`src/design/ertt_pkg.sv`:
```
`timescale 1ns / 1ps
// ----------------------------------------------------------------------------
// Echo request tracker: shared package
// Operation and status codes, port transaction types and the token that walks
// the cell chain.
// ----------------------------------------------------------------------------
package ertt_pkg;

	localparam int NOW_W  = 48;
	localparam int TMO_W  = 32;
	localparam int RTT_W  = 31;
	localparam int CFG_W  = 32;
	localparam int SLOT_W = 3;

	typedef enum logic [1:0] {
		OP_SEND  = 2'd0,
		OP_REPLY = 2'd1,
		OP_CHECK = 2'd2
	} op_t;

	typedef enum logic [3:0] {
		ST_SENT      = 4'd0,
		ST_NOSLOT    = 4'd1,
		ST_TXFAIL    = 4'd2,
		ST_MATCHED   = 4'd3,
		ST_UNMATCHED = 4'd4,
		ST_READY     = 4'd5,
		ST_PENDING   = 4'd6,
		ST_NOTFOUND  = 4'd7,
		ST_TIMEOUT   = 4'd8
	} status_t;

	typedef enum logic {
		REG_ECHO_ID = 1'b0,
		REG_TIMEOUT = 1'b1
	} reg_idx_t;

	typedef struct packed {
		logic [1:0]       operation;
		logic [NOW_W-1:0] now_ticks;
		logic [15:0]      reply_identifier;
		logic [15:0]      sequence_in;
		logic             tx_ok;
	} req_t;

	typedef struct packed {
		logic [3:0]        status;
		logic [15:0]       sequence_out;
		logic [15:0]       identifier_out;
		logic [RTT_W-1:0]  round_trip;
		logic [SLOT_W-1:0] slot_index;
	} rsp_t;

	typedef struct packed {
		logic              vld;
		logic              done;
		logic [1:0]        op;
		logic [NOW_W-1:0]  now;
		logic [15:0]       rid;
		logic [15:0]       seq;
		logic              tx_ok;
		logic [15:0]       ident;
		logic [15:0]       nseq;
		logic [TMO_W-1:0]  tmo;
		status_t           status;
		logic [RTT_W-1:0]  rtt;
		logic [SLOT_W-1:0] slot;
	} tok_t;

endpackage

```
`src/design/ertt_cell.sv`:
```
`timescale 1ns / 1ps
// ----------------------------------------------------------------------------
// Echo request tracker: table cell
// Holds one table entry. Serves the passing token if no earlier cell has, then
// hands it on through a register.
// ----------------------------------------------------------------------------
module ertt_cell #(
	parameter int SLOT = 0
) (
	input  logic           clk,
	input  logic           arst_n,
	input  ertt_pkg::tok_t tok_i,
	output ertt_pkg::tok_t tok_o
);

	logic                        valid_q;
	logic                        replied_q;
	logic [15:0]                 ident_q;
	logic [15:0]                 seq_q;
	logic [ertt_pkg::NOW_W-1:0]  sent_q;
	logic [ertt_pkg::RTT_W-1:0]  rtt_q;
	ertt_pkg::tok_t              tok_q;

	logic                        live;
	logic                        hit_send;
	logic                        hit_reply;
	logic                        hit_check;
	logic                        expired;
	logic [ertt_pkg::NOW_W-1:0]  elapsed;
	logic [ertt_pkg::RTT_W-1:0]  rtt_sat;
	ertt_pkg::tok_t              tok_d;

	assign live      = tok_i.vld && !tok_i.done;
	assign hit_send  = live && (tok_i.op == ertt_pkg::OP_SEND) && !valid_q;
	assign hit_reply = live && (tok_i.op == ertt_pkg::OP_REPLY) && valid_q &&
		(ident_q == tok_i.rid) && (seq_q == tok_i.seq);
	assign hit_check = live && (tok_i.op == ertt_pkg::OP_CHECK) && valid_q &&
		(seq_q == tok_i.seq);

	assign elapsed = tok_i.now - sent_q;
	assign expired = elapsed >= {{(ertt_pkg::NOW_W-ertt_pkg::TMO_W){1'b0}}, tok_i.tmo};
	assign rtt_sat = (elapsed[ertt_pkg::NOW_W-1:ertt_pkg::RTT_W] != '0) ?
		{ertt_pkg::RTT_W{1'b1}} : elapsed[ertt_pkg::RTT_W-1:0];

	always_comb begin
		tok_d = tok_i;
		if (hit_send) begin
			tok_d.done   = 1'b1;
			tok_d.status = tok_i.tx_ok ? ertt_pkg::ST_SENT : ertt_pkg::ST_TXFAIL;
			tok_d.slot   = ertt_pkg::SLOT_W'(SLOT);
		end else if (hit_reply) begin
			tok_d.done   = 1'b1;
			tok_d.status = ertt_pkg::ST_MATCHED;
			tok_d.slot   = ertt_pkg::SLOT_W'(SLOT);
		end else if (hit_check) begin
			tok_d.done = 1'b1;
			if (replied_q) begin
				tok_d.status = ertt_pkg::ST_READY;
				tok_d.rtt    = rtt_q;
				tok_d.slot   = ertt_pkg::SLOT_W'(SLOT);
			end else if (expired) begin
				tok_d.status = ertt_pkg::ST_TIMEOUT;
				tok_d.slot   = ertt_pkg::SLOT_W'(SLOT);
			end else begin
				tok_d.status = ertt_pkg::ST_PENDING;
			end
		end
	end

	always_ff @(posedge clk or negedge arst_n) begin
		if (!arst_n) begin
			valid_q   <= 1'b0;
			replied_q <= 1'b0;
		end else if (hit_send) begin
			valid_q   <= tok_i.tx_ok;
			replied_q <= 1'b0;
		end else if (hit_reply) begin
			replied_q <= 1'b1;
		end else if (hit_check && (replied_q || expired)) begin
			valid_q <= 1'b0;
		end
	end

	always_ff @(posedge clk) begin
		if (hit_send) begin
			ident_q <= tok_i.ident;
			seq_q   <= tok_i.nseq;
			sent_q  <= tok_i.now;
		end
		if (hit_reply) begin
			rtt_q <= rtt_sat;
		end
	end

	always_ff @(posedge clk or negedge arst_n) begin
		if (!arst_n) begin
			tok_q <= '0;
		end else begin
			tok_q <= tok_d;
		end
	end

	assign tok_o = tok_q;

endmodule

```
`src/design/echo_request_tracker_table_top.sv`:
```
`timescale 1ns / 1ps
// Flow: an accepted request is registered into the first token register, then
// walks the cell row one cell per cycle; the result strobe comes as it leaves the last cell.
// Only one transaction is in flight at a time; busy drops the cycle
// after the strobe. The receiver cannot stall, so the strobe is never held.
// Reset: all entries free, sequence 1, identifier 1, timeout 1000 ticks.
// ----------------------------------------------------------------------------
// Echo request tracker table: top level
// Pending echo request table built as a row of entry cells with a token that
// carries each transaction from the first slot to the last.
// ----------------------------------------------------------------------------
module echo_request_tracker_table_top #(
	parameter int ENTRIES = 8
) (
	input  logic                       clk,
	input  logic                       arst_n,
	input  logic                       start,
	output logic                       busy,
	input  ertt_pkg::req_t             req,
	output logic                       done,
	output ertt_pkg::rsp_t             result,
	input  logic                       cfg_valid,
	output logic                       cfg_ready,
	input  ertt_pkg::reg_idx_t         cfg_index,
	input  logic [ertt_pkg::CFG_W-1:0] cfg_data
);

	logic                       busy_q;
	logic [15:0]                next_seq_q;
	logic [15:0]                ident_q;
	logic [ertt_pkg::TMO_W-1:0] tmo_q;
	ertt_pkg::tok_t             tok0_q;
	ertt_pkg::tok_t             tok [ENTRIES+1];
	logic [ENTRIES:0]           tok_vld;
	logic                       accept;
	ertt_pkg::tok_t             fin;
	logic                       issued;

	assign accept    = start && !busy_q;
	assign busy      = busy_q;
	assign cfg_ready = 1'b1;

	always_ff @(posedge clk or negedge arst_n) begin
		if (!arst_n) begin
			ident_q <= 16'd1;
			tmo_q   <= ertt_pkg::TMO_W'(1000);
		end else if (cfg_valid) begin
			unique case (cfg_index)
				ertt_pkg::REG_ECHO_ID: ident_q <= cfg_data[15:0];
				ertt_pkg::REG_TIMEOUT: tmo_q   <= cfg_data[ertt_pkg::TMO_W-1:0];
				default: ;
			endcase
		end
	end

	always_ff @(posedge clk or negedge arst_n) begin
		if (!arst_n) begin
			tok0_q <= '0;
		end else begin
			tok0_q.vld <= accept;
			if (accept) begin
				tok0_q.done   <= 1'b0;
				tok0_q.op     <= req.operation;
				tok0_q.now    <= req.now_ticks;
				tok0_q.rid    <= req.reply_identifier;
				tok0_q.seq    <= req.sequence_in;
				tok0_q.tx_ok  <= req.tx_ok;
				tok0_q.ident  <= ident_q;
				tok0_q.nseq   <= next_seq_q;
				tok0_q.tmo    <= tmo_q;
				tok0_q.status <= ertt_pkg::ST_NOTFOUND;
				tok0_q.rtt    <= '0;
				tok0_q.slot   <= '0;
			end
		end
	end

	assign tok[0] = tok0_q;

	for (genvar g = 0; g < ENTRIES; g++) begin : g_cell
		ertt_cell #(
			.SLOT(g)
		) u_cell (
			.clk   (clk),
			.arst_n(arst_n),
			.tok_i (tok[g]),
			.tok_o (tok[g+1])
		);
	end

	for (genvar g = 0; g <= ENTRIES; g++) begin : g_vld
		assign tok_vld[g] = tok[g].vld;
	end

	assign fin    = tok[ENTRIES];
	assign done   = fin.vld;
	assign issued = fin.done &&
		((fin.status == ertt_pkg::ST_SENT) || (fin.status == ertt_pkg::ST_TXFAIL));

	always_ff @(posedge clk or negedge arst_n) begin
		if (!arst_n) begin
			busy_q     <= 1'b0;
			next_seq_q <= 16'd1;
		end else begin
			if (accept) begin
				busy_q <= 1'b1;
			end else if (fin.vld) begin
				busy_q <= 1'b0;
			end
			if (fin.vld && issued) begin
				next_seq_q <= next_seq_q + 16'd1;
			end
		end
	end

	always_comb begin
		result = '0;
		if (fin.done) begin
			result.status     = fin.status;
			result.round_trip = fin.rtt;
			result.slot_index = fin.slot;
			if (issued) begin
				result.sequence_out   = fin.nseq;
				result.identifier_out = fin.ident;
			end
		end else begin
			case (fin.op)
				ertt_pkg::OP_SEND:  result.status = ertt_pkg::ST_NOSLOT;
				ertt_pkg::OP_REPLY: result.status = ertt_pkg::ST_UNMATCHED;
				default:            result.status = ertt_pkg::ST_NOTFOUND;
			endcase
		end
	end

	a_done_busy: assert property (@(posedge clk) disable iff (!arst_n)
		done |-> busy_q)
		else $error("result strobe with no transaction in flight");

	a_one_token: assert property (@(posedge clk) disable iff (!arst_n)
		$onehot0(tok_vld))
		else $error("more than one transaction in the cell row");

	a_single_result: assert property (@(posedge clk) disable iff (!arst_n)
		done |=> !done)
		else $error("result strobe on consecutive cycles");

	a_accept_token: assert property (@(posedge clk) disable iff (!arst_n)
		accept |=> (tok_vld[0] && busy_q))
		else $error("accepted transaction did not enter the cell row");

endmodule

```
`config.mk`:
```
export PLATFORM = sky130hd
export DESIGN_NAME = echo_request_tracker_table_top
export DESIGN_NICKNAME = d
export VERILOG_FILES = /design/src/design/ertt_pkg.sv /design/src/design/ertt_cell.sv /design/src/design/echo_request_tracker_table_top.sv
export SDC_FILE = /design/constraint.sdc
export NUM_CORES = 2
export LEC_CHECK = 0
export ABC_AREA = 0
export BUFFER_PORTS_ARGS = -buffer_cell sky130_fd_sc_hd__clkbuf_2
export CAP_MARGIN = 10
export CORE_UTILIZATION = 35
export DETAILED_ROUTE_END_ITERATION = 10
export GPL_TIMING_DRIVEN = 1
export PLACE_DENSITY_LB_ADDON = 0.25
export SYNTH_ARGS = -nofsm -noshare
export SYNTH_HDL_FRONTEND = slang
export SYNTH_SLANG_ARGS = --single-unit
```
`constraint.sdc`:
```
create_clock -name clk -period 17.7 [get_ports clk]
set_input_delay 2.655 -clock clk [delete_from_list [all_inputs] [get_ports clk]]
set_output_delay 2.655 -clock clk [all_outputs]
set_load 0.02 [all_outputs]
```
* After elaboration in Yosys (flattened, before gate mapping)
Cells that the tools add are included.
** Word-level totals
- Register bits after elaboration :: 2501
- Bits of input ports :: 120
- Output and inout port bits :: 73
- Word-level logic and storage cells :: 553
** Operators by class
- $add $sub $neg :: 9
- Order comparisons :: 8
- Equality and inequality tests :: 42
- Mux-type cells :: 172
- Bitwise operators :: 1
- Reductions and logical operators :: 160
** Operators by type and width (count)
- 31-bit 2-to-1 mux :: 24
- 48-bit by 32-bit greater-or-equal comparator with 1-bit output :: 8
- 48-bit subtractor :: 8
- 38-bit 2-to-1 mux :: 8
- 16-bit equality test :: 16
- 17-bit nonzero test :: 8
- 4-bit 2-to-1 mux :: 33
- 1-bit logical AND :: 90
- 3-bit 2-to-1 mux :: 30
- 1-bit 2-to-1 mux :: 66
- 66-bit 2-to-1 mux :: 1
- 2-bit nonzero test :: 17
- 32-bit 2-to-1 mux :: 1
- 2-bit AND reduction :: 10
- 2-bit by 1-bit equality test with 1-bit output (second input constant) :: 9
- 2-bit zero test :: 9
- 16-bit by 1-bit adder with 16-bit output (second input constant) :: 1
- 2-bit equality test (second input constant) :: 8
- 1-bit zero test :: 16
- 2-bit 2-to-1 mux :: 8
- 2-bit by 1-bit != test with 1-bit output (second input constant) :: 8
- 1-bit logical OR :: 9
- 3-bit case mux with 2 select lines :: 1
- 4-bit by 2-bit equality test with 1-bit output (second input constant) :: 1
- 2 further kinds :: 2

* Logic depth before layout (Yosys ltp)
- Depth in word-level cells :: 9
- Gate-level depth with buffers :: 24

* Cells and area by module
A second synthesis with hierarchy kept.
** Second synthesis, totals
- Cells, all modules :: 9794
- Area total of the unflattened synthesis :: 116684.4 um^2
** Modules (own cells, without submodules)
- ertt_cell at g_cell[2].u_cell ... :: times used 2, cells each 1139, area an instance 13598.0 um^2
- ertt_cell at g_cell[5].u_cell ... :: times used 2, cells each 1110, area an instance 13521.7 um^2
- ertt_cell at g_cell[3].u_cell :: times used 1, cells each 1124, area an instance 13738.2 um^2
- ertt_cell at g_cell[1].u_cell :: times used 1, cells each 1113, area an instance 13720.7 um^2
- ertt_cell at g_cell[0].u_cell :: times used 1, cells each 1073, area an instance 13364.1 um^2
- ertt_cell at g_cell[7].u_cell :: times used 1, cells each 1108, area an instance 13043.8 um^2
- echo_request_tracker_table_top :: times used 1, cells each 878, area an instance 8578.2 um^2

* Worst setup path before layout
OpenSTA, ideal clock, no wires.
- Kind :: register -> register
- Start :: register g_cell[6].u_cell.tok_q (netlist bit g_cell[6].u_cell.tok_o[184])
- End :: register g_cell[7].u_cell.tok_q (netlist bit g_cell[7].u_cell.tok_o[35])
- Setup time :: 67 ps
- Data arrival time :: 10092 ps
- Required time :: 17633 ps
- Slack :: 7541 ps
- Cell stages (with the launch flop) :: 5
- Path buffers :: 0
- Clock period less this slack :: 10159 ps
- Cell sequence :: dfrtp_1 nor4_1 nor2_1 a22oi_1 and2_1
** RTL lines
- start, declared :: RTL line ertt_cell.sv:22 : ertt_pkg::tok_t tok_q;
- start signal, assigned :: RTL line ertt_cell.sv:99 : tok_q <= tok_d;
- end signal, assigned :: RTL line ertt_cell.sv:99
- end, declared :: RTL line ertt_cell.sv:22

==> summary.md <==
| Metric | Value |
|---|---|
| Status | complete, no violations |
| Setup Skew | between 0.06 and 0.07 ns |
| Post-synthesis cell area | 111200 um^2 |
| CTS tree | done |
| Die width | between 500 and 600 um |
| 1st-iter DRT viols | around 5700 |
| Setup slack after layout | 11.26 ns |
| Worst EP arrival | about 7.1 ns |
| Worst-Skew Late Latency | 0.92 ns |
| Worst-path clk slew | 0.06 ns |
| Port bufs | approximately 190 |
| Post-Syn Area per Cell | around 12 um^2 |
| CTS buffer count | 285 |
| Post-Syn Nets | 9962 |
| Final nets | about 10000 |
| Initial Utilization | 35.26% |
| Gr ovfl total | 0 |
| Area share of the largest cell type after synthesis | 35.95% |
| Final period util | 36.36% |
| Fillcell total | ~30000 |
| Endpoint type of the worst setup path | flip-flop |
| Crit-path max FO | 7 |
| Routability cong. | 0.9577 |
| Yosys warnings | 0 |
| Area post-placement | 117200 um^2 |
| Crit path time final | 6.437 ns |
| Hold Path Class | flip-flop to flip-flop |
| Critical path class | flip-flop to flip-flop |
| Seq pwr share | 39.9% |
| Final instance area | 126800 um^2 |
| Clk sinks | 2494 |
| Sequential fraction of the synthesis area | 60.11% |
| Synth Instances | around 9200 |
| Total die area | 320100 um^2 |
| Rows | roughly 200 |
| Setup bufs post-CTS | 0 |
| Main area contributors after synthesis | dfrtp_1 36%, edfxtp_1 24%, ha_1 7.1% |
| Layout cells sized above 1 | 11.88% |
| Final hold vios | 0 |
| Final Core Density | 40.19% |
| Sw frac | between 30% and 40% |
| TritonRoute pass-1 iters | 5 |
| Max clock buf depth | 4 |
| Fmax | 0.1554 GHz |
| Slew Limit Fails | 0 |
| Die Y | approximately 570 um |
| Clock power frac | 28.2% |
| Dpl cells | 13380 |
| Htree depth | 5 |
| Pwr Density | 166.3 nW/um^2 |
| TNS Setup | 0 ns |
| Placement Setup Slack | 11.34 ns |
| Vias in the first global route | ~73000 |
| Largest net degree at the start of global routing | about 170 |
| GRT Total Usage | 21.26% |
| Req. time, crit path | 18.39 ns |
| Unique masters post-synth | between 100 and 150 |
| Post-synth top area cell | dfrtp_1 |
| Hold buffers post-CTS | 0 |
| Vias per Instance | 5.181 |
| Relative slew slack | 16.06% |
| Main synth FF type | dfrtp_1 |
| Resized cells post-CTS | 0 |
| Area grow syn2layout | 13.98% |
| Final setup fails | 0 |
| Core ar. | ~320000 um^2 |
| Post-synth ARST share | 64.39% |
| Initial antenna violation count | 14 |
| # IOs | 193 |
| Non-filler cells, final | 13910 |
| Clock Tree Root | clkbuf_16 |
| Mean routed wirelength per cell | 24.51 um |
| P_leak | 53.93 nW |
| Max_cap viols | 0 |
| Gate power share | 32.0% |
| RSZ-0062 raised after global routing | no |
| Post-synth EDFFs | about 890 |
| First-pass GRT wire length | 503.6 mm |
| HPWL Detailed | 269.2 mm |
| Final ANT Viol Nets | 0 |
| Register bit total from synthesis | ~2500 |
| Internal Power | between 10 and 15 mW |
| Max VDD drop | around 0.09 mV |
| Total wire length | 341.0 mm |
| # DRC | 0 |
| NetSw | 7.902 mW |
| Vias | around 70000 |
| Worst slew pin tran | 1.249 ns |
| Critical Path Source Type | flip-flop |
-- final cells by class --
class,instances,area (um^2),share of cell area (%)
sequential,2494,66860,52.74
multi-input combinational,5706,40680,32.09
clock buffer,405,8214,6.479
tap,4160,5205,4.106
inverter,738,2770,2.185
timing repair buffer,281,1723,1.359
clock inverter,121,1303,1.027
antenna,9,22.52,0.01776
-- stage by stage --
stage,power [mW],hold slack [ns]
after global routing,22.26,0.3729
after global placement,15.15,0.3572
after floorplan,12.29,0.3494
final,21.09,0.3552
after detailed placement,15.21,0.3567
after CTS,21.25,0.3515
-- layer usage --
layer | share of wire, % | up-vias | GRT usage (%)
met5 | 0 | - | 0
met4 | 4.5 | 0 | 8.604
met3 | 3.7 | 529 | 2.279
met2 | 46 | 1870 | 34.13
met1 | 46 | 36220 | 29.43
li1 | - | 33460 | -
-- worst max-delay path, cell delays in order (launching register included) --
cell and delay (ns):
dfrtp_1 0.44, ha_1 0.44, a21oi_1 0.30, nor2_1 0.09, o31ai_1 0.96, o211ai_1 0.60
nor2_1 0.68, xnor2_1 0.36, ha_1 0.28, a21o_1 0.16, a21o_1 0.17, a221oi_1 0.40
o21ai_0 0.20, buf_4 0.21, or2_2 0.28, o31ai_1 0.52, nand3b_1 0.15
-- power by group through the flow --
stage	registers (mW)	clock network, mW	logic, mW
after floorplan	7.69	0	4.60
after global placement	8.50	0	6.65
after detailed placement	8.53	0	6.68
after CTS	8.42	6.10	6.73
after global routing	8.53	6.33	7.41
final	8.41	5.94	6.74
-- cells in the mapped netlist (all sizes together), types with 15 or more instances --
library cell	count
nor2b	35
nand2	734
clkbuf	226
mux2i	17
o211a	16
xnor2	297
a221oi	22
or4	26
a21boi	31
a211oi	67
xor2	264
nor4	95
a21oi	579
o21ai	361
nor2	365
o2111ai	21
nor3b	20
edfxtp	888
o211ai	62
nand4	200
nand2b	219
or3	106
o21a	74
o21bai	58
nand3b	16
a2111oi	17
or2	22
nand3	116
buf	37
ha	633
mux2	332
a31oi	52
and3	69
nor3	129
a211o	22
and2	102
o22ai	15
o31ai	21
and4	21
nand4b	29
a21o	216
inv	738
dfrtp	1598
-- layout by cell type, fill, tap and decap left out, drive strengths merged, types with 116 or more instances in the layout --
cell	n
nand2b	219
clkbuf	595
o21ai	361
nor2	365
nand3	116
mux2	332
xor2	264
nor3	129
xnor2	297
nand2	734
a21o	216
ha	633
a21oi	579
nand4	200
dfrtp	1598
edfxtp	888
inv	762
-- cell families after synthesis --
logic type	share of synthesized area, %
flops	60.11
simple gates	10.85
compound gates	10.40
buf+inv	3.433
fa+ha+maj	7.264
xor+xnor	4.417
mux	3.514
other cells	0.003371
-- sequential cells by signal, summed over array words and instances, names as in the netlist, 16 cells and up --
signal	flops
tok	149
g_cell.u_cell.tok_o	1376
ident_q	16
tmo_q	32
g_cell.u_cell.rtt_q	248
g_cell.u_cell.ident_q	128
g_cell.u_cell.seq_q	128
g_cell.u_cell.sent_q	384
next_seq_q	16
-- final timing paths --
kind,start,endpoint,slack [ns],depth (start not counted)
worst max register to register,g_cell[6].u_cell.tok_o[152],g_cell[7].u_cell.tok_o[1],11.26,16
max in group asynchronous,arst_n,g_cell[3].u_cell.tok_o[181],12.64,4
worst max-delay path,g_cell[6].u_cell.tok_o[152],g_cell[7].u_cell.tok_o[1],11.26,16
worst min-delay path,g_cell[6].u_cell.tok_o[72],g_cell[7].u_cell.tok_o[72],0.36,0
worst min register to register,g_cell[6].u_cell.tok_o[72],g_cell[7].u_cell.tok_o[72],0.36,0
min in group asynchronous,arst_n,next_seq_q[8],1.81,1
No activity file was read; power rests on OpenSTA's default activity.
